<file path="config.mk">
export PLATFORM = sky130hd
export DESIGN_NAME = mxr_queue
export DESIGN_NICKNAME = d
export VERILOG_FILES = /design/src/hdl/mxr_pkg.sv /design/src/hdl/mxr_queue.sv
export SDC_FILE = /design/constraint.sdc
export NUM_CORES = 1
export LEC_CHECK = 0
export BUFFER_PORTS_ARGS = -buffer_cell sky130_fd_sc_hd__buf_4
export CORE_ASPECT_RATIO = 0.7
export CORE_MARGIN = 1.5
export CORE_UTILIZATION = 38
export CTS_CLUSTER_DIAMETER = 30
export DETAILED_ROUTE_END_ITERATION = 10
export GPL_TIMING_DRIVEN = 0
export PLACE_DENSITY = 0.69
export SLEW_MARGIN = 0
export SYNTH_ARGS = -nofsm -noshare
export SYNTH_HDL_FRONTEND = slang
export SYNTH_SLANG_ARGS = --single-unit
</file>
<file path="constraint.sdc">
create_clock -name clk_i -period 8.35 [get_ports clk_i]
set_clock_uncertainty 0.15 [all_clocks]
set_input_delay 1.67 -clock clk_i [delete_from_list [all_inputs] [get_ports clk_i]]
set_output_delay 1.67 -clock clk_i [all_outputs]
set_load 0.01 [all_outputs]
</file>
<file path="src/hdl/mxr_pkg.sv">
// ----------------------------------------------------------------------------
// mxr_pkg
// Shared widths, constants and payload types of the quad-X motor mixer.
// ----------------------------------------------------------------------------
`timescale 1ns / 1ps

package mxr_pkg;

  // default number of fractional bits of the demand and motor words
  localparam int FRAC_BITS_DEF   = 14;
  // default depth of the queue between front and back
  localparam int QUEUE_DEPTH_DEF = 4;

  localparam int IN_W    = 16;  // demand word
  localparam int OUT_W   = 15;  // motor command word
  localparam int MIX_W   = 18;  // signed sum of three demands
  localparam int MAG_W   = 17;  // magnitude of a mix
  localparam int THR_W   = 15;  // clamped thrust, never above 32767
  localparam int SCALE_W = 16;  // fractional bits of the desaturation scale
  localparam int LANES   = 4;

  // motor lanes
  localparam int LANE_FR = 0;
  localparam int LANE_RR = 1;
  localparam int LANE_RL = 2;
  localparam int LANE_FL = 3;

  typedef struct packed {
    logic signed [IN_W-1:0] thrust;
    logic signed [IN_W-1:0] roll;
    logic signed [IN_W-1:0] pitch;
    logic signed [IN_W-1:0] yaw;
  } mxr_in_t;

  typedef struct packed {
    logic [OUT_W-1:0] motor_front_right;
    logic [OUT_W-1:0] motor_rear_right;
    logic [OUT_W-1:0] motor_rear_left;
    logic [OUT_W-1:0] motor_front_left;
  } mxr_out_t;

  // classified demand handed from front to back
  typedef struct packed {
    logic [THR_W-1:0]            thrust;
    logic [THR_W-1:0]            headroom;
    logic [MAG_W-1:0]            peak;
    logic                        scaling;
    logic [LANES-1:0][MIX_W-1:0] mix;
  } mxr_cls_t;

endpackage

</file>
<file path="src/hdl/mxr_queue.sv">
// ----------------------------------------------------------------------------
// mxr_queue
// Short first-in first-out queue of classified items between front and back.
// DEPTH must be a power of two, at least two; the block itself does not check it.
// ----------------------------------------------------------------------------
`timescale 1ns / 1ps

module mxr_queue
  import mxr_pkg::*;
#(
  parameter int DEPTH = QUEUE_DEPTH_DEF
) (
  input  logic     clk_i,
  input  logic     rst_ni,
  input  logic     wr_valid_i,
  input  mxr_cls_t wr_data_i,
  output logic     wr_ready_o,
  output logic     rd_valid_o,
  output mxr_cls_t rd_data_o,
  input  logic     rd_ready_i
);

  localparam int AW = $clog2(DEPTH);

  mxr_cls_t      entry_q [DEPTH];
  logic [AW-1:0] wptr_q, wptr_d;
  logic [AW-1:0] rptr_q, rptr_d;
  logic [AW:0]   count_q, count_d;
  logic          wr_en;
  logic          rd_en;

  assign wr_ready_o = (count_q != (AW+1)'(DEPTH));
  assign rd_valid_o = (count_q != '0);
  assign rd_data_o  = entry_q[rptr_q];
  assign wr_en      = wr_valid_i && wr_ready_o;
  assign rd_en      = rd_valid_o && rd_ready_i;

  // pointer and fill count update
  always_comb begin
    wptr_d  = wr_en ? wptr_q + AW'(1) : wptr_q;
    rptr_d  = rd_en ? rptr_q + AW'(1) : rptr_q;
    count_d = count_q;
    if (wr_en && !rd_en) begin
      count_d = count_q + (AW+1)'(1);
    end else if (rd_en && !wr_en) begin
      count_d = count_q - (AW+1)'(1);
    end
  end

  always_ff @(posedge clk_i or negedge rst_ni) begin
    if (!rst_ni) begin
      wptr_q  <= '0;
      rptr_q  <= '0;
      count_q <= '0;
    end else begin
      wptr_q  <= wptr_d;
      rptr_q  <= rptr_d;
      count_q <= count_d;
    end
  end

  // storage write
  always_ff @(posedge clk_i) begin
    if (wr_en) begin
      entry_q[wptr_q] <= wr_data_i;
    end
  end

endmodule

</file>
* Word level (Yosys, flattened, before mapping)
Memory sizes are Yosys's and may differ from the RTL's.
Cells that the tools add are included.
** Operators by class
- $add $sub $neg :: 4
- Eq/ne operators :: 1
- Multiplexer cells :: 4
- Reductions and logical operators :: 8
** Operators with widths (count)
- 3-bit two-way mux :: 2
- 2-bit by 1-bit adder with 2-bit output, second input constant :: 2
- 1-bit logical AND :: 4
- 3-bit by 1-bit adder with 3-bit output, second input constant :: 1
- 3-bit != test, second input constant :: 1
- 3-bit nonzero test :: 1
- 3-bit by 1-bit subtractor with 3-bit output, second input constant :: 1
- 1-bit zero test :: 2
- 1-bit two-way mux :: 2
- 2-bit nonzero test :: 1
** Word-level totals
- Register bits after elaboration :: 7
- Bits in writable memories :: 480
- Memories :: 1
** Memory list
- entry_q :: words 4, bits a word 120, rd ports 1, clocked after Yosys merged registers in 0, wr ports 1, line mxr_queue.sv:25 : mxr_cls_t entry_q [DEPTH];

* Logic depth before layout (Yosys ltp)
- Depth in word-level cells :: 6
- Gate-level depth with buffers :: 8
- Gate-level depth less buffers :: 8

* Worst setup path before layout
OpenSTA, ideal clock, no wires.
- Kind :: in2reg
- Start :: in wr_valid_i
- End :: mem entry_q[0][0] (netlist name), enable pin
- Data arrival time :: 4.737 ns
- Slack :: 2.969 ns
- Cell stages on the path :: 2
- Path through :: a21boi_2 and2_1
** On the way
- Cells in the longest elaborated chain, start to end :: 3
** Ends and longest elaborated chain
- start: declaration :: line mxr_queue.sv:15 : input logic wr_valid_i,
- 1-bit logical AND :: line mxr_queue.sv:35 : assign wr_en = wr_valid_i && wr_ready_o;
- 1-bit two-way mux :: line mxr_queue.sv:64 : if (wr_en) begin
- 1-bit two-way mux (implied by the code) :: line mxr_queue.sv:65 : entry_q[wptr_q] <= wr_data_i;
- end: declaration :: line mxr_queue.sv:25
No other way between the ends.

==> tab_implementation.tex <==
\begin{tabular}{lr}
\hline
Metric & Value \\
\hline
\multicolumn{2}{l}{\textbf{Status}} \\
\quad Outcome & finished with violations \\
\quad Failing checks & DRC \\
\multicolumn{2}{l}{\textbf{Logic synthesis}} \\
\quad Number of storage elements in the synthesis netlist & 487 \\
\quad Synth Area per Inst & 26.9 um2 \\
\quad Summed instance area of the synthesized netlist & 17,800 um2 \\
\quad Post-Synthesis Net Count & 792 \\
\quad Total of warnings raised by yosys & 0 \\
\quad Unique masters post-synth & 21 \\
\quad Post-synthesis sequential area ratio & 0.820 \\
\quad Number of instances in the synthesized netlist & 662 \\
\quad Top cell type's share of synthesized area & 0.810 \\
\quad Post-synthesis cell type with the largest combined area & edfxtp\_1 \\
\quad Cell types with the largest area share after synthesis & edfxtp\_1, mux4\_2, dfrtp\_1 \\
\multicolumn{2}{l}{\textbf{Global routing}} \\
\quad Initial antenna violation count & 1 \\
\quad Total global routing overflow & 0 \\
\quad Via count of the first global-routing pass & 8,987 \\
\quad Maximum number of pins on one net before global-route repair & 56 \\
\quad Total Routing Usage GR & 0.154 \\
\quad Wire length of the first global-routing pass & 53.9 mm \\
\multicolumn{2}{l}{\textbf{Clock network}} \\
\quad Num Clock Sinks & 487 \\
\quad Clock-pin slew on the worst setup and hold paths & 50 ps \\
\quad Post-CTS Repair Setup Buffers & 0 \\
\quad Clock Latency Late Sink & 610 ps \\
\quad Maximum count of clock buffers along a single path & 3 \\
\quad Clock tree from TritonCTS & yes \\
\quad Root Buffer Master & clkbuf\_16 \\
\quad Number of CTS-inserted buffers & 85 \\
\quad Post-CTS Hold Fix Bufs & 0 \\
\quad Count of instances resized after the clock tree is built & 0 \\
\quad Count of H-tree levels built during CTS & 3 \\
\multicolumn{2}{l}{\textbf{Detailed routing}} \\
\quad Drc violations & 13 \\
\quad DRT Pass-1 Iters & 9 \\
\quad Number of DRC markers in iteration 0 & 649 \\
\quad Top routing layer in use & met4 \\
\quad Total wire length & 36.4 mm \\
\quad DR vias/cell & 4.85 \\
\quad Met1 Wirelength & 15.2 mm \\
\quad Met3 WL & 2.69 mm \\
\quad Total via count in the routed design & 8,179 \\
\quad Routed wire length on met2 & 17.7 mm \\
\quad Routed wire per std cell & 21.6 um \\
\quad Detail Route Antenna Nets & 0 \\
\multicolumn{2}{l}{\textbf{Setup path}} \\
\quad Most common cell on crit path & buf\_2 \\
\quad Critical R2R Capture & entry\_q[3][55] \\
\quad Maximum fanout encountered on the critical timing path & 10 \\
\quad Worst endpoint required time & 6530 ps \\
\quad Cell with the biggest individual delay on the critical path & buf\_2 \\
\quad Arrival time reported for the critical path endpoint & 2380 ps \\
\quad Type of origin of the critical path & flip-flop \\
\quad Max incr delay on CP & 420 ps \\
\quad Worst-case reg-to-reg path depth & 4 \\
\quad Termination of the worst setup path & rd\_data\_o[46] \\
\quad Worst reg2reg path startpoint & count\_q[0] \\
\quad Kind of critical path & reg2out \\
\quad Crit path capture type & output pin \\
\quad Crit-path cells & buf\_2, buf\_2, mux4\_2, buf\_4 \\
\quad CP startpoint & rptr\_q[1] \\
\quad R2R Setup Slk & 5970 ps \\
\multicolumn{2}{l}{\textbf{STA}} \\
\quad Count of final hold-check violations & 0 \\
\quad Worst-case setup margin in the final layout & 4150 ps \\
\quad Final setup violation count & 0 \\
\quad Period minus WS final & 4200 ps \\
\quad Number of pins exceeding their max-slew limit in the final report & 0 \\
\quad Final total negative setup slack & 0 ps \\
\quad Crit share post-route & 0.503 \\
\quad RSZ-0062 raised after global routing & false \\
\quad Worst Tran Pin Value & 744 ps \\
\quad Achievable frequency & 238 MHz \\
\quad Slew Limit Headroom & 0.504 \\
\multicolumn{2}{l}{\textbf{Flow run}} \\
\quad Max-cap violations & 0 \\
\multicolumn{2}{l}{\textbf{Power}} \\
\quad Internal cell power & 0.00684 W \\
\quad Maximum vdd ir drop & 199 uV \\
\quad Switching power as a share of total power & 0.274 \\
\quad Clock Power Share & 0.367 \\
\quad Relative contribution of combinational cells to total power & 0.279 \\
\quad Power dissipated by switching net loads & 0.00258 W \\
\quad Power per cell area & 400 nW/um2 \\
\quad Standby leakage power & 8.20 nW \\
\quad Proportion of power drawn by flip-flops and latches & 0.354 \\
\multicolumn{2}{l}{\textbf{Floorplan}} \\
\quad Standard-cell row count & 66 \\
\quad Number of top-level pins & 246 \\
\quad Initial Utilization & 0.384 \\
\quad Die width & 262 um \\
\quad Floorplan die area & 48,200 um2 \\
\quad Vertical extent of the die & 184 um \\
\quad CORE AREA & 46,300 um2 \\
\multicolumn{2}{l}{\textbf{Final layout}} \\
\quad Leading cell type in the layout, fill and taps excluded & edfxtp\_1 \\
\quad Area overhead of the layout relative to synthesis & 32.3\% \\
\quad Commonest cells after routing, fill and taps aside & edfxtp\_1, buf\_4, mux4\_2, clkbuf\_16, clkinv\_2 \\
\quad Fraction of layout cells with a size suffix above 1 & 0.506 \\
\quad Number of antenna cells inserted & 0 \\
\quad Number of nets in the final layout & 1,132 \\
\multicolumn{2}{l}{\textbf{Placement}} \\
\quad DPL Wire Length & 21.8 mm \\
\quad Worst-case setup slack after placement & 4650 ps \\
\quad Count of port buffers added during placement & 245 \\
\quad Placer Congestion & 0.666 \\
\multicolumn{2}{l}{\textbf{Min path}} \\
\quad Class of the worst hold path & reg2reg \\
\hline
\end{tabular}
-- kinds of logic (layout without fill, tap and decap cells) --
family          Yosys count  after routing  synth area share
buf+inv                  30            441            0.0162
flops                   487            487             0.820
fa+ha+maj                 6              6           0.00464
mux                     122            122             0.153
simple gates             10             10           0.00288
xor+xnor                  6              6           0.00295
compound gates            1              1          0.000633
-- power groups by stage --
stage | registers, W | logic (W) | clock network [W]
after floorplan | 0.00340 | 0.00150 | 0
after global placement | 0.00348 | 0.00260 | 0
after detailed placement | 0.00338 | 0.00270 | 0
after CTS | 0.00334 | 0.00271 | 0.00353
after global routing | 0.00337 | 0.00283 | 0.00364
final | 0.00333 | 0.00263 | 0.00346
-- cell usage after synthesis (all sizes together) --
library cell  count
a21boi            1
and2              4
buf              27
dfrtp             7
edfxtp          480
fa                1
ha                5
inv               3
mux2              2
mux4            120
nand2             2
nand3             1
nor2              2
or3               1
xnor2             4
xor2              2
-- metrics by stage --
stage	cells	area (um2)	total power (W)	util	hold slack, ps
2_1_floorplan	662	17800	0.00491	-	343
3_3_place_gp	1519	20400	0.00609	0.440	360
3_5_place_dp	1527	20600	0.00608	0.445	374
4_1_cts	1685	23500	0.00958	0.508	385
5_1_grt	1685	23500	0.00984	0.508	406
6_report	1685	23500	0.00942	0.508	379
-- layer usage --
metal | global-route usage | vias up
met1 | 0.195 | 4301
met5 | 0 | -
met4 | 0.0487 | 0
met2 | 0.245 | 226
li1 | - | 3584
met3 | 0.0576 | 68
-- cell type report --
type / instances / area [um2]
multi-input cells: 145 / 2930
inverters: 3 / 11.3
well taps: 612 / 766
fillers: 3627 / 22800
plain buffers: 27 / 278
flip-flops and latches: 487 / 14600
repair buffers: 253 / 2060
clock inverters: 59 / 656
clock buffers: 99 / 2250
-- state kept, by name, indices dropped and copies added (netlist names) --
name	flops
entry_q	480
wptr_q	2
rptr_q	2
count_q	3
-- worst max-delay path: cells and delay by family, from the launching register on --
kind	cells	cell delay [ps]
buffers and inverters	3	970
muxes	1	420
DFF	1	370
-- worst min path at each step --
| stage | from | cells after the start | slack [ps] | endpoint |
|---|---|---|---|---|
| floorplan | count_q[2] | 1 | 340 | count_q[2] |
| global placement | count_q[2] | 1 | 360 | count_q[2] |
| detailed placement | count_q[2] | 1 | 370 | count_q[2] |
| CTS | count_q[2] | 1 | 380 | count_q[2] |
| global route | count_q[2] | 1 | 410 | count_q[2] |
| finish | count_q[2] | 1 | 380 | count_q[2] |
No activity file was read; power rests on OpenSTA's default activity.
