<file path="src/hdl/mxr_pkg.sv">
// ----------------------------------------------------------------------------
// mxr_pkg
// Shared widths, constants and payload types of the quad-X motor mixer.
// ----------------------------------------------------------------------------
`timescale 1ns / 1ps

package mxr_pkg;

  // default number of fractional bits of the demand and motor words
  localparam int FRAC_BITS_DEF   = 14;
  // default depth of the queue between front and back
  localparam int QUEUE_DEPTH_DEF = 4;

  localparam int IN_W    = 16;  // demand word
  localparam int OUT_W   = 15;  // motor command word
  localparam int MIX_W   = 18;  // signed sum of three demands
  localparam int MAG_W   = 17;  // magnitude of a mix
  localparam int THR_W   = 15;  // clamped thrust, never above 32767
  localparam int SCALE_W = 16;  // fractional bits of the desaturation scale
  localparam int LANES   = 4;

  // motor lanes
  localparam int LANE_FR = 0;
  localparam int LANE_RR = 1;
  localparam int LANE_RL = 2;
  localparam int LANE_FL = 3;

  typedef struct packed {
    logic signed [IN_W-1:0] thrust;
    logic signed [IN_W-1:0] roll;
    logic signed [IN_W-1:0] pitch;
    logic signed [IN_W-1:0] yaw;
  } mxr_in_t;

  typedef struct packed {
    logic [OUT_W-1:0] motor_front_right;
    logic [OUT_W-1:0] motor_rear_right;
    logic [OUT_W-1:0] motor_rear_left;
    logic [OUT_W-1:0] motor_front_left;
  } mxr_out_t;

  // classified demand handed from front to back
  typedef struct packed {
    logic [THR_W-1:0]            thrust;
    logic [THR_W-1:0]            headroom;
    logic [MAG_W-1:0]            peak;
    logic                        scaling;
    logic [LANES-1:0][MIX_W-1:0] mix;
  } mxr_cls_t;

endpackage

</file>
<file path="src/hdl/mxr_front.sv">
// ----------------------------------------------------------------------------
// mxr_front
// Takes a demand, clamps thrust, forms the four mixes, the peak magnitude and
// the headroom, and decides whether the mixes need scaling.
// ----------------------------------------------------------------------------
`timescale 1ns / 1ps

module mxr_front
  import mxr_pkg::*;
#(
  parameter int FRAC_BITS = FRAC_BITS_DEF
) (
  input  logic     clk_i,
  input  logic     rst_ni,
  input  logic     in_valid_i,
  input  mxr_in_t  in_data_i,
  output logic     in_ready_o,
  output logic     out_valid_o,
  output mxr_cls_t out_data_o,
  input  logic     out_ready_i
);

  localparam int CW = (FRAC_BITS + 2 > IN_W + 1) ? FRAC_BITS + 2 : IN_W + 1;
  localparam logic signed [CW-1:0] OneC = CW'(1) << FRAC_BITS;

  logic                          valid_q;
  mxr_cls_t                      data_q;
  mxr_cls_t                      data_d;
  logic signed [CW-1:0]          thr_ext;
  logic signed [CW-1:0]          thr_c;
  logic signed [CW-1:0]          up;
  logic signed [MIX_W-1:0]       roll_x;
  logic signed [MIX_W-1:0]       pitch_x;
  logic signed [MIX_W-1:0]       yaw_x;
  logic signed [MIX_W-1:0]       mix [LANES];
  logic [MAG_W-1:0]              mag [LANES];
  logic [MAG_W-1:0]              peak_a;
  logic [MAG_W-1:0]              peak_b;
  logic [MAG_W-1:0]              peak;
  logic [THR_W-1:0]              headroom;

  // thrust clamp and headroom
  always_comb begin
    thr_ext = {{(CW-IN_W){in_data_i.thrust[IN_W-1]}}, in_data_i.thrust};
    if (thr_ext < 0) begin
      thr_c = '0;
    end else if (thr_ext > OneC) begin
      thr_c = OneC;
    end else begin
      thr_c = thr_ext;
    end
    up       = OneC - thr_c;
    headroom = (up < thr_c) ? up[THR_W-1:0] : thr_c[THR_W-1:0];
  end

  // quad-X mixes
  always_comb begin
    roll_x       = {{(MIX_W-IN_W){in_data_i.roll[IN_W-1]}}, in_data_i.roll};
    pitch_x      = {{(MIX_W-IN_W){in_data_i.pitch[IN_W-1]}}, in_data_i.pitch};
    yaw_x        = {{(MIX_W-IN_W){in_data_i.yaw[IN_W-1]}}, in_data_i.yaw};
    mix[LANE_FR] = -roll_x - pitch_x + yaw_x;
    mix[LANE_RR] = -roll_x + pitch_x - yaw_x;
    mix[LANE_RL] =  roll_x + pitch_x + yaw_x;
    mix[LANE_FL] =  roll_x - pitch_x - yaw_x;
  end

  // magnitudes and peak through a two-level compare tree
  always_comb begin
    for (int l = 0; l < LANES; l++) begin
      mag[l] = mix[l][MIX_W-1] ? MAG_W'(-mix[l]) : MAG_W'(mix[l]);
    end
    peak_a = (mag[LANE_FR] > mag[LANE_RR]) ? mag[LANE_FR] : mag[LANE_RR];
    peak_b = (mag[LANE_RL] > mag[LANE_FL]) ? mag[LANE_RL] : mag[LANE_FL];
    peak   = (peak_a > peak_b) ? peak_a : peak_b;
  end

  // classified item
  always_comb begin
    data_d.thrust   = thr_c[THR_W-1:0];
    data_d.headroom = headroom;
    data_d.peak     = peak;
    data_d.scaling  = (peak != '0) && ({{(MAG_W-THR_W){1'b0}}, headroom} < peak);
    for (int l = 0; l < LANES; l++) begin
      data_d.mix[l] = mix[l];
    end
  end

  assign in_ready_o  = !valid_q || out_ready_i;
  assign out_valid_o = valid_q;
  assign out_data_o  = data_q;

  // input register valid
  always_ff @(posedge clk_i or negedge rst_ni) begin
    if (!rst_ni) begin
      valid_q <= 1'b0;
    end else if (in_ready_o) begin
      valid_q <= in_valid_i;
    end
  end

  // input register payload
  always_ff @(posedge clk_i) begin
    if (in_ready_o && in_valid_i) begin
      data_q <= data_d;
    end
  end

endmodule

</file>
<file path="config.mk">
export PLATFORM = sky130hd
export DESIGN_NAME = mxr_front
export DESIGN_NICKNAME = d
export VERILOG_FILES = /design/src/hdl/mxr_pkg.sv /design/src/hdl/mxr_front.sv
export SDC_FILE = /design/constraint.sdc
export NUM_CORES = 1
export LEC_CHECK = 0
export ABC_AREA = 1
export ABC_CLOCK_PERIOD_IN_PS = 18950
export BUFFER_PORTS_ARGS = -buffer_cell sky130_fd_sc_hd__buf_4
export CAP_MARGIN = 20
export CORE_ASPECT_RATIO = 0.9
export CORE_MARGIN = 1
export CORE_UTILIZATION = 45
export DETAILED_ROUTE_END_ITERATION = 10
export GPL_TIMING_DRIVEN = 0
export PLACE_DENSITY_LB_ADDON = 0.2
export SLEW_MARGIN = 25
export SYNTH_ARGS = -nofsm -noshare
export SYNTH_HDL_FRONTEND = slang
export SYNTH_SLANG_ARGS = --single-unit
</file>
<file path="constraint.sdc">
create_clock -name clk_i -period 18.95 [get_ports clk_i]
set_input_delay 2.8425 -clock clk_i [delete_from_list [all_inputs] [get_ports clk_i]]
set_output_delay 2.8425 -clock clk_i [all_outputs]
set_load 0.05 [all_outputs]
</file>
# [After elaboration in Yosys (flattened, before gate mapping)]
# Cells that the tools add are included.
# W data, S select, Z words.
[word_totals] regBits=121 out_inout_bits=122
[classes] add_sub_neg=14 magnitude_cmp=7 mux=10 n_reduce_logical=5
[op_table] operator="$mux W17" n=9
[op_table] operator="$neg A17 Y17" n=4
[op_table] operator="$gt A17 B17 Y1" n=3
[op_table] operator="$add A18 B16 Y18" n=2
[op_table] operator="$sub A18 B16 Y18" n=2
[op_table] operator="$add A17 B16 Y18" n=1
[op_table] operator="$neg A16 Y18" n=1
[op_table] operator="$sub A17 B16 Y18" n=1
[op_table] operator="$add A16 B16 Y17" n=1
[op_table] operator="$lt A15 B17 Y1" n=1
[op_table] operator="$lt A17 B17 Y1" n=1
[op_table] operator="$reduce_bool A17 Y1" n=1
[op_table] operator="$sub A16 B16 Y17" n=1
[op_table] operator="$sub A16 B17 Y17 const A" n=1
[op_table] operator="$gt A16 B16 Y1 const B" n=1
[op_table] operator="$lt A16 B1 Y1 const B" n=1
[op_table] operator="$mux W15" n=1
[op_table] operator="$logic_and A1 B1 Y1" n=2
[op_table] operator="$logic_not A1 Y1" n=1
[op_table] operator="$logic_or A1 B1 Y1" n=1

# [Logic depth before layout (Yosys ltp)]
[logic_depth] depth_word=11 mapped_depth=63 ltp_nobuf=60

# [Least setup slack after synthesis]
# Ideal clock, no wire load.
[synth_timing] kind="input port to flip-flop" start="in in_data_i[32] (netlist bit)" end="reg data_q (netlist bit out_data_o[72]), data pin" setup_ns=0.130 arrival_ns=10.282 required_time_ns=18.820 setup_slack_ns=8.538 cell_stages=60 cell_sequence="inv_1 -> ha_1 -> nand2_1 -> nor3_1 -> nand3_1 -> inv_1 -> nand2_1 -> inv_1 -> nand2_1 -> o21ai_0 -> nand2_1 -> inv_1 -> fa_1 -> ha_1 -> nand2_1 -> nor3_1 -> and2_1 -> nand2_1 -> (+24 left out) -> o211ai_1 -> nand2_1 -> inv_1 -> buf_2 -> nand2_1 -> nand2_2 -> inv_1 -> ha_1 -> a21oi_1 -> nor2_1 -> a211oi_1 -> o221a_2 -> nand2_1 -> nand2_1 -> nand2_1 -> a21boi_0 -> nand2_1 -> nand2_1"
[synth_rtl] element="from (decl)" line_no="mxr_front.sv:16" source="input mxr_in_t in_data_i,"
[synth_rtl] element="to (signal assigned)" line_no="mxr_front.sv:104" source="data_q <= data_d;"
[synth_rtl] element="to (decl)" line_no="mxr_front.sv:27" source="mxr_cls_t data_q;"

==> metrics <==
Slowest-stage cell, CP fa_1; Sequential Power Share 0.125; clock root buffer clkbuf_16; Mapped Area roughly 15000 sq um; worst path required time between 15 and 20 ns; Hold Startpoint out_valid_o$_DFFE_PN0N_; max incr delay on CP around 1.3 ns; DR vias approximately 14000; setup violators final 0; async set-reset flop share out of synthesis 0.00847; skew final 0.00811 ns; core area about 33000 sq um; placed inst area 17300 sq um; Slew Limit Headroom 0.276; post-DR wirelength/cell about 17 um; family with the most delay on the worst path simple AND/OR/NAND/NOR gates; Int Pwr approximately 1.5 mW; area of the multi-input gates just over 10000 sq um; Post-CTS Hold Buffers 0; GRT Residual Overflow 0; H-tree depth 4; post-synth cell types 55; crit path from in_data_i[0]; Ys Warns 0; Post-synth EDFFs between 100 and 150; worst hold slack a little under 0.6 ns; die area around 35000 sq um; Pwr Total roughly 3.5 mW; final wirelength about 47000 um; CTS Buf Count 17; Routability Congestion roughly 0.92; critical path capture point type flip-flop; CTS Buffer Depth 2; Area contributors post-synth edfxtp_1 (23%), nand2_1 (16%), ha_1 (12%); Filler Cell Count roughly 3300; PnR worst setup slack 6.32 ns; vias in the first global route between 10000 and 15000; crit path launch type input port; largest net degree at the start of global routing 24; Max Cap Viol 0; RSZ-0062 raised after global routing false; FF+latch count, synth 118; Site Rows 63; actual slew at the worst max-slew pin 1.08 ns; Max Freq between 70 and 80 MHz; clock-pin slew on the worst setup and hold paths around 0.06 ns; Die Y 177 um; Yosys top cell area share 0.231; final worst path period need 12.63 ns; antenna viol nets, final 0; Clock Latency Late Sink roughly 0.44 ns; post-CTS setup buffers 0; fin nets around 2600; layout cell share with drive strength beyond 1 0.175; DP Cell Count around 2800; Ant. Diodes 0; port bufs around 190; net count after synthesis roughly 2400; final instance area 17900 sq um; Layout Utilization 0.541; starting density of the core 0.460; Layout area overhead 17.5%; cts repair resizes 0; Hold Violations, Final 0; Via density about 5.2; Max rail drop VDD between 100 and 150 uV; # clock sinks 118; chip width between 150 and 200 um; Slew Limit Fails 0; Layout Cells excl Fill roughly 2800; logic gate share of total power 0.784; Top FF cell, synth edfxtp_1; Syn Area/Cell about 7.1 sq um; Arr. time, crit path between 10 and 15 ns; Hold Crit Class reg2reg; CP Max Fanout 10; Pre-Repair DR Iteration Count 6; outcome complete, no violations; dpl ws 6.13 ns; Final period util 0.667; TritonCTS clock tree done; Gate Count Post-Synth 2134; setup TNS 0 ns; sequential fraction of the synthesis area 0.232; worst path bufs/invs 13; antenna violations before repair 0; first-iteration detailed-routing DRC count 929; switching pwr around 2 mW; switching share of power 0.572; area leader, netlist edfxtp_1; gr usage total 0.285; clock power share 0.092; global-route wire length before repair between 70000 and 80000 um; Worst R2R Start out_valid_o$_DFFE_PN0N_; P per Cell Area between 150 and 200 nW/um^2; register area 3540 sq um; Crit path top cell by count nand2_1; Crit Path Class in2reg; Lkg Pwr between 9 and 10 nW; DRC errors left 0; Detailed Place HPWL around 41000 um; I/O pins 190
logic make-up after synthesis:
| kind of cell | count (synthesis) | share of synthesized area |
|---|---|---|
| XOR/XNOR | 45 | 0.0286 |
| AO/OA/AOI/OAI | 189 | 0.0762 |
| AND/OR/NAND/NOR | 1177 | 0.352 |
| adder cells (fa/ha/maj) | 214 | 0.209 |
| buffers and inverters | 391 | 0.102 |
| flip-flops | 118 | 0.232 |
worst reg2reg max path: cells and delay by family, from the launching register on:
family                 cells  cell delay, ns
buffers and inverters      4            0.81
AO/OA/AOI/OAI              1            0.56
flip-flops                 1            0.41
power groups by stage:
stage | logic (mW) | clock network, mW | registers, mW
floorplan | 1.75 | 0 | 0.623
global placement | 2.62 | 0 | 0.445
detailed placement | 2.69 | 0 | 0.440
CTS | 2.71 | 0.328 | 0.437
global route | 3.06 | 0.337 | 0.440
finish | 2.74 | 0.320 | 0.435
cells in the mapped netlist, drive strengths merged, types with 5 or more instances:
library cell	instances
nand3	230
ha	147
o21ai	75
nand4	30
nor3	18
nor4	8
xor2	26
or2	6
a21o	5
o211ai	8
buf	21
inv	365
and2	16
nand2	698
edfxtp	117
fa	67
a21oi	78
nand3b	11
nor2	158
xnor2	19
o21bai	6
final timing paths:
kind | endpoint | slack [ns] | depth (start not counted)
worst max-delay path | out_data_o[72]$_DFFE_PP_ | 6.32 | 58
worst min-delay path | out_valid_o$_DFFE_PN0N_ | 0.58 | 2
worst max register to register | out_data_o[42]$_DFFE_PP_ | 16.85 | 5
worst min register to register | out_valid_o$_DFFE_PN0N_ | 0.58 | 2
max in group asynchronous | out_valid_o$_DFFE_PN0N_ | 16.70 | 1
min in group asynchronous | out_valid_o$_DFFE_PN0N_ | 2.17 | 1
area by class of cell:
class / count / share of cell area
clock buffer: 21 / 0.0246
timing repair buffer: 194 / 0.0870
clock inverter: 11 / 0.00741
sequential: 118 / 0.198
buffer: 22 / 0.00972
multi-input combinational: 1625 / 0.567
tap: 422 / 0.0295
inverter: 369 / 0.0774
placed cells by master (no fill, tap or decap), types with 8 or more instances in the layout:
| cell | n |
|---|---|
| nand2_1 | 639 |
| inv_1 | 342 |
| nand3_1 | 208 |
| buf_4 | 196 |
| ha_1 | 147 |
| nor2_1 | 135 |
| edfxtp_1 | 117 |
| a21oi_1 | 69 |
| fa_1 | 67 |
| nand2_2 | 56 |
| o21ai_0 | 43 |
| nand4_1 | 29 |
| xor2_1 | 24 |
| inv_2 | 23 |
| o21ai_2 | 23 |
| nand3_2 | 22 |
| xnor2_1 | 17 |
| clkbuf_16 | 17 |
| nor3_1 | 16 |
| and2_1 | 16 |
| nor2_2 | 14 |
| nand3b_1 | 11 |
| o21ai_1 | 9 |
| nor2_4 | 8 |
| o211ai_1 | 8 |
state kept, by name, indices dropped and copies added, names as in the netlist:
| signal | flops |
|---|---|
| out_data_o | 117 |
| out_valid_o | 1 |
layer usage:
layer  track usage  part of all wire  up-vias
met5             0                 0        -
met1         0.393              0.47     6708
met3        0.0344             0.050       53
met2         0.461              0.45      374
li1              -                 -     7278
met4        0.0947             0.025        0
Power figures use the tool's default switching activity.
