===== config.mk =====
export PLATFORM = sky130hd
export DESIGN_NAME = mxr_back
export DESIGN_NICKNAME = d
export VERILOG_FILES = /design/src/hdl/mxr_pkg.sv /design/src/hdl/mxr_back.sv
export SDC_FILE = /design/constraint.sdc
export NUM_CORES = 2
export LEC_CHECK = 0
export BUFFER_PORTS_ARGS = -buffer_cell sky130_fd_sc_hd__buf_4
export CAP_MARGIN = 30
export CORE_MARGIN = 2
export CORE_UTILIZATION = 60
export CTS_CLUSTER_DIAMETER = 120
export DETAILED_ROUTE_END_ITERATION = 16
export PLACE_DENSITY = 0.86
export SLEW_MARGIN = 10
export SYNTH_ARGS = -nofsm -noshare
export SYNTH_HDL_FRONTEND = slang
export SYNTH_SLANG_ARGS = --single-unit

===== constraint.sdc =====
create_clock -name clk_i -period 71.3 [get_ports clk_i]
set_clock_uncertainty 0.05 [all_clocks]
set_input_delay 3.565 -clock clk_i [delete_from_list [all_inputs] [get_ports clk_i]]
set_output_delay 3.565 -clock clk_i [all_outputs]
set_load 0.005 [all_outputs]

===== src/hdl/mxr_pkg.sv =====
// ----------------------------------------------------------------------------
// mxr_pkg
// Shared widths, constants and payload types of the quad-X motor mixer.
// ----------------------------------------------------------------------------
`timescale 1ns / 1ps

package mxr_pkg;

  // default number of fractional bits of the demand and motor words
  localparam int FRAC_BITS_DEF   = 14;
  // default depth of the queue between front and back
  localparam int QUEUE_DEPTH_DEF = 4;

  localparam int IN_W    = 16;  // demand word
  localparam int OUT_W   = 15;  // motor command word
  localparam int MIX_W   = 18;  // signed sum of three demands
  localparam int MAG_W   = 17;  // magnitude of a mix
  localparam int THR_W   = 15;  // clamped thrust, never above 32767
  localparam int SCALE_W = 16;  // fractional bits of the desaturation scale
  localparam int LANES   = 4;

  // motor lanes
  localparam int LANE_FR = 0;
  localparam int LANE_RR = 1;
  localparam int LANE_RL = 2;
  localparam int LANE_FL = 3;

  typedef struct packed {
    logic signed [IN_W-1:0] thrust;
    logic signed [IN_W-1:0] roll;
    logic signed [IN_W-1:0] pitch;
    logic signed [IN_W-1:0] yaw;
  } mxr_in_t;

  typedef struct packed {
    logic [OUT_W-1:0] motor_front_right;
    logic [OUT_W-1:0] motor_rear_right;
    logic [OUT_W-1:0] motor_rear_left;
    logic [OUT_W-1:0] motor_front_left;
  } mxr_out_t;

  // classified demand handed from front to back
  typedef struct packed {
    logic [THR_W-1:0]            thrust;
    logic [THR_W-1:0]            headroom;
    logic [MAG_W-1:0]            peak;
    logic                        scaling;
    logic [LANES-1:0][MIX_W-1:0] mix;
  } mxr_cls_t;

endpackage


===== src/hdl/mxr_back.sv =====
// ----------------------------------------------------------------------------
// mxr_back
// Desaturation pipeline: one quotient bit of headroom/peak per stage, then
// the scaling multiply, then thrust add, clamp and the result register.
// ----------------------------------------------------------------------------
`timescale 1ns / 1ps

module mxr_back
  import mxr_pkg::*;
#(
  parameter int FRAC_BITS = FRAC_BITS_DEF
) (
  input  logic     clk_i,
  input  logic     rst_ni,
  input  logic     in_valid_i,
  input  mxr_cls_t in_data_i,
  output logic     in_ready_o,
  output logic     empty,
  output mxr_out_t result_o,
  input  logic     pop
);

  localparam int DIV_STEPS = SCALE_W;
  localparam int PW = MAG_W + SCALE_W;
  localparam int SW = ((FRAC_BITS + 2 > MIX_W) ? FRAC_BITS + 2 : MIX_W) + 1;
  localparam logic signed [SW-1:0] OneS = SW'(1) << FRAC_BITS;

  logic                  adv;
  logic [DIV_STEPS:0]    vld_q;
  mxr_cls_t              cls_q [DIV_STEPS+1];
  logic [MAG_W-1:0]      rem_q [DIV_STEPS+1];
  logic [SCALE_W-1:0]    quo_q [DIV_STEPS+1];

  logic                  mul_vld_q;
  logic [THR_W-1:0]      mul_thr_q;
  logic signed [MIX_W-1:0] smix_q [LANES];
  logic signed [MIX_W-1:0] smix_d [LANES];
  logic [MAG_W-1:0]      mag [LANES];
  logic [PW-1:0]         prod [LANES];
  logic [MAG_W-1:0]      smag [LANES];

  logic signed [SW-1:0]  sum [LANES];
  logic [OUT_W-1:0]      motor_d [LANES];
  logic                  out_vld_q;
  mxr_out_t              out_q;

  // whole pipeline moves unless a result waits and is not taken
  assign adv        = !out_vld_q || pop;
  assign in_ready_o = adv;
  assign empty      = !out_vld_q;
  assign result_o   = out_q;

  // divider entry stage
  always_ff @(posedge clk_i or negedge rst_ni) begin
    if (!rst_ni) begin
      vld_q[0] <= 1'b0;
    end else if (adv) begin
      vld_q[0] <= in_valid_i;
    end
  end

  always_ff @(posedge clk_i) begin
    if (adv) begin
      cls_q[0] <= in_data_i;
      rem_q[0] <= in_data_i.scaling ?
                  {{(MAG_W-THR_W){1'b0}}, in_data_i.headroom} : '0;
      quo_q[0] <= '0;
    end
  end

  // restoring division, one quotient bit per stage
  for (genvar k = 0; k < DIV_STEPS; k++) begin : g_div
    logic [MAG_W:0] trial;
    logic           ge;

    always_comb begin
      trial = {rem_q[k], 1'b0};
      ge    = (trial >= {1'b0, cls_q[k].peak});
    end

    always_ff @(posedge clk_i or negedge rst_ni) begin
      if (!rst_ni) begin
        vld_q[k+1] <= 1'b0;
      end else if (adv) begin
        vld_q[k+1] <= vld_q[k];
      end
    end

    always_ff @(posedge clk_i) begin
      if (adv) begin
        cls_q[k+1] <= cls_q[k];
        rem_q[k+1] <= ge ? MAG_W'(trial - {1'b0, cls_q[k].peak}) : trial[MAG_W-1:0];
        quo_q[k+1] <= {quo_q[k][SCALE_W-2:0], ge};
      end
    end
  end

  // scaling multiply, sign restored on the truncated magnitude
  always_comb begin
    for (int l = 0; l < LANES; l++) begin
      mag[l]  = cls_q[DIV_STEPS].mix[l][MIX_W-1] ?
                MAG_W'(-$signed(cls_q[DIV_STEPS].mix[l])) :
                cls_q[DIV_STEPS].mix[l][MAG_W-1:0];
      prod[l] = PW'(mag[l]) * PW'(quo_q[DIV_STEPS]);
      smag[l] = prod[l][PW-1:SCALE_W];
      if (!cls_q[DIV_STEPS].scaling) begin
        smix_d[l] = $signed(cls_q[DIV_STEPS].mix[l]);
      end else if (cls_q[DIV_STEPS].mix[l][MIX_W-1]) begin
        smix_d[l] = -$signed({1'b0, smag[l]});
      end else begin
        smix_d[l] = $signed({1'b0, smag[l]});
      end
    end
  end

  always_ff @(posedge clk_i or negedge rst_ni) begin
    if (!rst_ni) begin
      mul_vld_q <= 1'b0;
    end else if (adv) begin
      mul_vld_q <= vld_q[DIV_STEPS];
    end
  end

  always_ff @(posedge clk_i) begin
    if (adv) begin
      mul_thr_q <= cls_q[DIV_STEPS].thrust;
      for (int l = 0; l < LANES; l++) begin
        smix_q[l] <= smix_d[l];
      end
    end
  end

  // thrust plus scaled mix, clamped to the motor range
  always_comb begin
    for (int l = 0; l < LANES; l++) begin
      sum[l] = $signed({{(SW-THR_W){1'b0}}, mul_thr_q})
             + $signed({{(SW-MIX_W){smix_q[l][MIX_W-1]}}, smix_q[l]});
      if (sum[l] < 0) begin
        motor_d[l] = '0;
      end else if (sum[l] > OneS) begin
        motor_d[l] = OneS[OUT_W-1:0];
      end else begin
        motor_d[l] = sum[l][OUT_W-1:0];
      end
    end
  end

  // result register
  always_ff @(posedge clk_i or negedge rst_ni) begin
    if (!rst_ni) begin
      out_vld_q <= 1'b0;
    end else if (adv) begin
      out_vld_q <= mul_vld_q;
    end
  end

  always_ff @(posedge clk_i) begin
    if (adv) begin
      out_q.motor_front_right <= motor_d[LANE_FR];
      out_q.motor_rear_right  <= motor_d[LANE_RR];
      out_q.motor_rear_left   <= motor_d[LANE_RL];
      out_q.motor_front_left  <= motor_d[LANE_FL];
    end
  end

endmodule


* After elaboration in Yosys (flattened, before gate mapping)
Memories as Yosys holds them, arrays and structs flattened.
Cells that the tools add are included.
Widths: inputs -> output; s select.
** Word-level totals
- Input bits :: 124
- Output and inout bits :: 62
- Word-level logic and storage cells :: 129
- Memories :: 4
- Bits in writable memories :: 2673
- Register bits :: 94
** Memory list
- cls_q :: words 17, bits a word 120, read ports 17, clocked after memory_dff 0, write ports 17, line mxr_back.sv:30 : mxr_cls_t cls_q [DIV_STEPS+1];
- rem_q :: words 17, bits a word 17, read ports 16, clocked after memory_dff 0, write ports 17, line mxr_back.sv:31 : logic [MAG_W-1:0] rem_q [DIV_STEPS+1];
- quo_q :: words 17, bits a word 16, read ports 17, clocked after memory_dff 0, write ports 17, line mxr_back.sv:32 : logic [SCALE_W-1:0] quo_q [DIV_STEPS+1];
- smix_q :: words 4, bits a word 18, read ports 4, clocked after memory_dff 0, write ports 4, line mxr_back.sv:36 : logic signed [MIX_W-1:0] smix_q [LANES];
** Operators by class
- Muxes and demuxes :: 35
- $lt $le $gt $ge :: 24
- $add $sub $neg :: 28
- Multipliers :: 4
- Reductions and logical operators :: 6
** Operators with widths (number)
- $mux 17 :: 20
- $ge 18x17->1 :: 16
- $sub 17x17->17 :: 16
- $mux 18 :: 8
- $mul 17x16->33 :: 4
- $add 16x18->19 :: 4
- $gt 19x16->1 const B :: 4
- $lt 19x1->1 const B :: 4
- $mux 15 :: 5
- $neg 17->18 :: 4
- $neg 17->17 :: 4
- $reduce_or 2->1 :: 4
- $mux 1 :: 2
- $logic_not 1->1 :: 1
- $logic_or 1x1->1 :: 1

* Longest topological paths before layout
An unclocked memory read counts as a cell.
- Depth in word-level cells :: 7
- Gate-level depth with buffers :: 34
- Mapped depth without buffers :: 33

* Worst setup path after synthesis
OpenSTA, ideal clock, no wires.
- Kind :: input to output
- From :: input pop
- To :: output in_ready_o
- Stages :: 3
- Path slack :: 19.386 ns
- Data arrival time :: 48.299 ns
- Data required time :: 67.685 ns
- Buffers on the path :: 1
- Path through :: nor2_1 -> clkbuf_1 -> inv_1
** On the way
- Cells in the longest elaborated chain, start to end :: 1
** Ends and longest elaborated chain
- start: declaration :: line mxr_back.sv:20 : input logic pop
- $logic_or 1x1->1 :: line mxr_back.sv:48 : assign adv = !out_vld_q || pop;
- end: declaration :: line mxr_back.sv:17 : output logic in_ready_o,
No other way between the ends.

==> out/metrics.cfg <==
[clock_tree]
cts_made_buffers=224
htreeDepth=4
ctsLongestPathBuffers=3
insertion_delay_ps=910
root_buffer=clkbuf_16
cts_hold_buf=0
cts_tree=done
cts_resized=0
clock_sinks=2340
post_cts.repair.setup_buffers=0
path_clk_slew_ps=80

[finish]
drive_gt1_frac=0.0923
nFillCells=14000
nets=11600
area_growth_pct=10.5
n_antenna_cell=0

[placement]
dp_slack_ps=61070
portBuffers=185
dp_hpwl_mm=183
routabilityCongestion=0.937

[global_routing]
grt_overflow=0
grt_pass1_vias=79100
grtUsageTotal=0.254
grt_pass1_wl_mm=428
grt_max_degree=194
antenna_found_initial=3

[timing]
setup_tns_ps=0
final_hold_viol_count=0
timing.hold.ws_ps=314
timing.final.ws_setup_ps=61540
setup_violations=0
period_minus_slack_ps=9760
tightest_slew_ps=1110
finalCritPeriodShare=0.137
clock.fmax_ghz=0.102
drv_slew=0
slew_headroom=0.263
rsz0062_at_grt=no

[logic_synthesis]
synth_top_cell_area_share=0.548
avgSynthCellArea_um2=13.2
netlist_area_um2=127000
syn_nets=11300
async_flop_share=0.00812
ys_seq_area_frac=0.552
synthDistinctLibCells=100
synth_edf_count=2321
syn_inst=9629
ys.flop_type=edfxtp_1
synth_area_leaders=edfxtp_1 55%, fa_1 13%, ha_1 7.3%
ys_ff_latch=2340
yosys.area.top_type=edfxtp_1
synth_warnings=0

[floorplan]
initial_core_util=0.605
dieArea_um2=216000
num_rows=168
die_x_um=464
chipHeight_um=464
core_area_um2=210000
io_pins=186

[run]
maxCapViolCount=0

[worst_setup_path]
cp_slowest_cell=edfxtp_1
critPathCaptureType=flop
crit_path_start_kind=flop
arrival_ps=10380
worstPathRequired_ps=71920
path_max_fanout=17
crit_type=reg -> reg
crit_path_frequent_cell=fa_1
cp_slowest_stage_delay_ps=680
r2r_setup_slack_ps=61540

[routing]
num_vias=75400
via_per_inst=5.84
postRouteAntennaNets=0
firstDrtPassIters=10
drt_iter0_markers=7231
wirelength_mm=273
route.detailed.drc=0
post_drt_wl_per_cell_um=21.2

[hold_path]
hold_path.class=reg -> reg

[run_status]
run_status=complete, no violations

logic make-up (layout without fill, tap and decap cells):
| family | count (synthesis) | after routing | synth area share |
|---|---|---|---|
| DFF | 2340 | 2340 | 0.552 |
| and+or+nand+nor | 2397 | 2397 | 0.0935 |
| adders and majority gates | 1593 | 1593 | 0.207 |
| xor gates and xnor gates | 362 | 362 | 0.0250 |
| buffers and inverters | 1614 | 2090 | 0.0479 |
| muxes | 187 | 187 | 0.0165 |
| AOI/OAI and AO/OA | 1136 | 1136 | 0.0584 |
Yosys cell counts, types with 77 or more instances:
cell,n
edfxtp_1,2321
inv_1,1346
nand2_1,919
fa_1,847
ha_1,746
and2_1,529
nor2_1,345
o21ai_0,280
a21oi_1,267
clkbuf_1,244
xnor2_1,224
mux2_2,163
xor2_1,137
nor3_1,109
a21o_1,92
nor2b_1,77
final timing paths:
path,start,endpoint,depth (start not counted)
setup reg to reg,cls_q[16][18]$_DFFE_PP_,smix_q[1][14]$_DFFE_PP_,30
min in group asynchronous,rst_ni,vld_q[0]$_DFFE_PN0P_,1
max in group asynchronous,rst_ni,vld_q[13]$_DFFE_PN0P_,1
hold / removal,cls_q[7][6]$_DFFE_PP_,cls_q[8][6]$_DFFE_PP_,0
setup / recovery,cls_q[16][18]$_DFFE_PP_,smix_q[1][14]$_DFFE_PP_,30
hold reg to reg,cls_q[7][6]$_DFFE_PP_,cls_q[8][6]$_DFFE_PP_,0
worst max-delay path: cells and delay by family (launching register included):
kind / cells / cell delay (ps)
adders and majority gates: 8 / 3510
DFF: 1 / 680
buffers and inverters: 5 / 650
AOI/OAI and AO/OA: 9 / 2770
muxes: 1 / 300
xor gates and xnor gates: 2 / 330
and+or+nand+nor: 5 / 1240
placed cells by master (no fill, tap or decap), drive strengths merged, types with 46 or more instances in the layout:
master	n
nand3	60
edfxtp	2321
and2	529
clkinv	101
o21a	46
clkbuf	268
a21boi	72
o31ai	62
a21oi	270
a21o	93
nor3	110
nor2b	77
nand2b	55
o21ai	293
xor2	137
nand2	919
fa	847
inv	1356
xnor2	225
nand4	60
nor2	345
mux2	163
ha	746
buf	319
cell type report:
| cell class | instances | area [µm²] | area share |
|---|---|---|---|
| Clock buffer | 268 | 5810 | 0.0413 |
| Sequential cell | 2340 | 70200 | 0.499 |
| Multi-Input combinational cell | 5675 | 51100 | 0.364 |
| Tap cell | 2805 | 3510 | 0.0250 |
| Timing Repair Buffer | 319 | 2850 | 0.0202 |
| Inverter | 1346 | 5060 | 0.0360 |
| Clock inverter | 157 | 1990 | 0.0142 |
registers in the layout (all words and copies together), names as in the netlist:
signal / cells
cls_q: 1768
quo_q: 136
vld_q: 17
mul_vld_q: 1
rem_q: 270
out_vld_q: 1
mul_thr_q: 15
result_o: 60
smix_q: 72
metrics by stage:
step | instances | utilization | area, µm²
after floorplan | 9629 | - | 127000
after global placement | 12500 | 0.628 | 132000
final | 12900 | 0.669 | 141000
after global routing | 12900 | 0.669 | 141000
after CTS | 12900 | 0.667 | 140000
after detailed placement | 12500 | 0.630 | 132000
layer usage:
layer / wire [µm] / share of wire / vias up / GRT usage
met2: 135000 / 0.49 / 3387 / 0.427
met3: 19200 / 0.070 / 867 / 0.0414
met4: 15000 / 0.055 / 2 / 0.131
met5: 13 / 0.000048 / - / 0
met1: 104000 / 0.38 / 37500 / 0.320
li1: - / - / 33700 / -
Power is not shown: default switching activity piles up to over one toggle a cycle in this logic, so the estimate is an artifact.
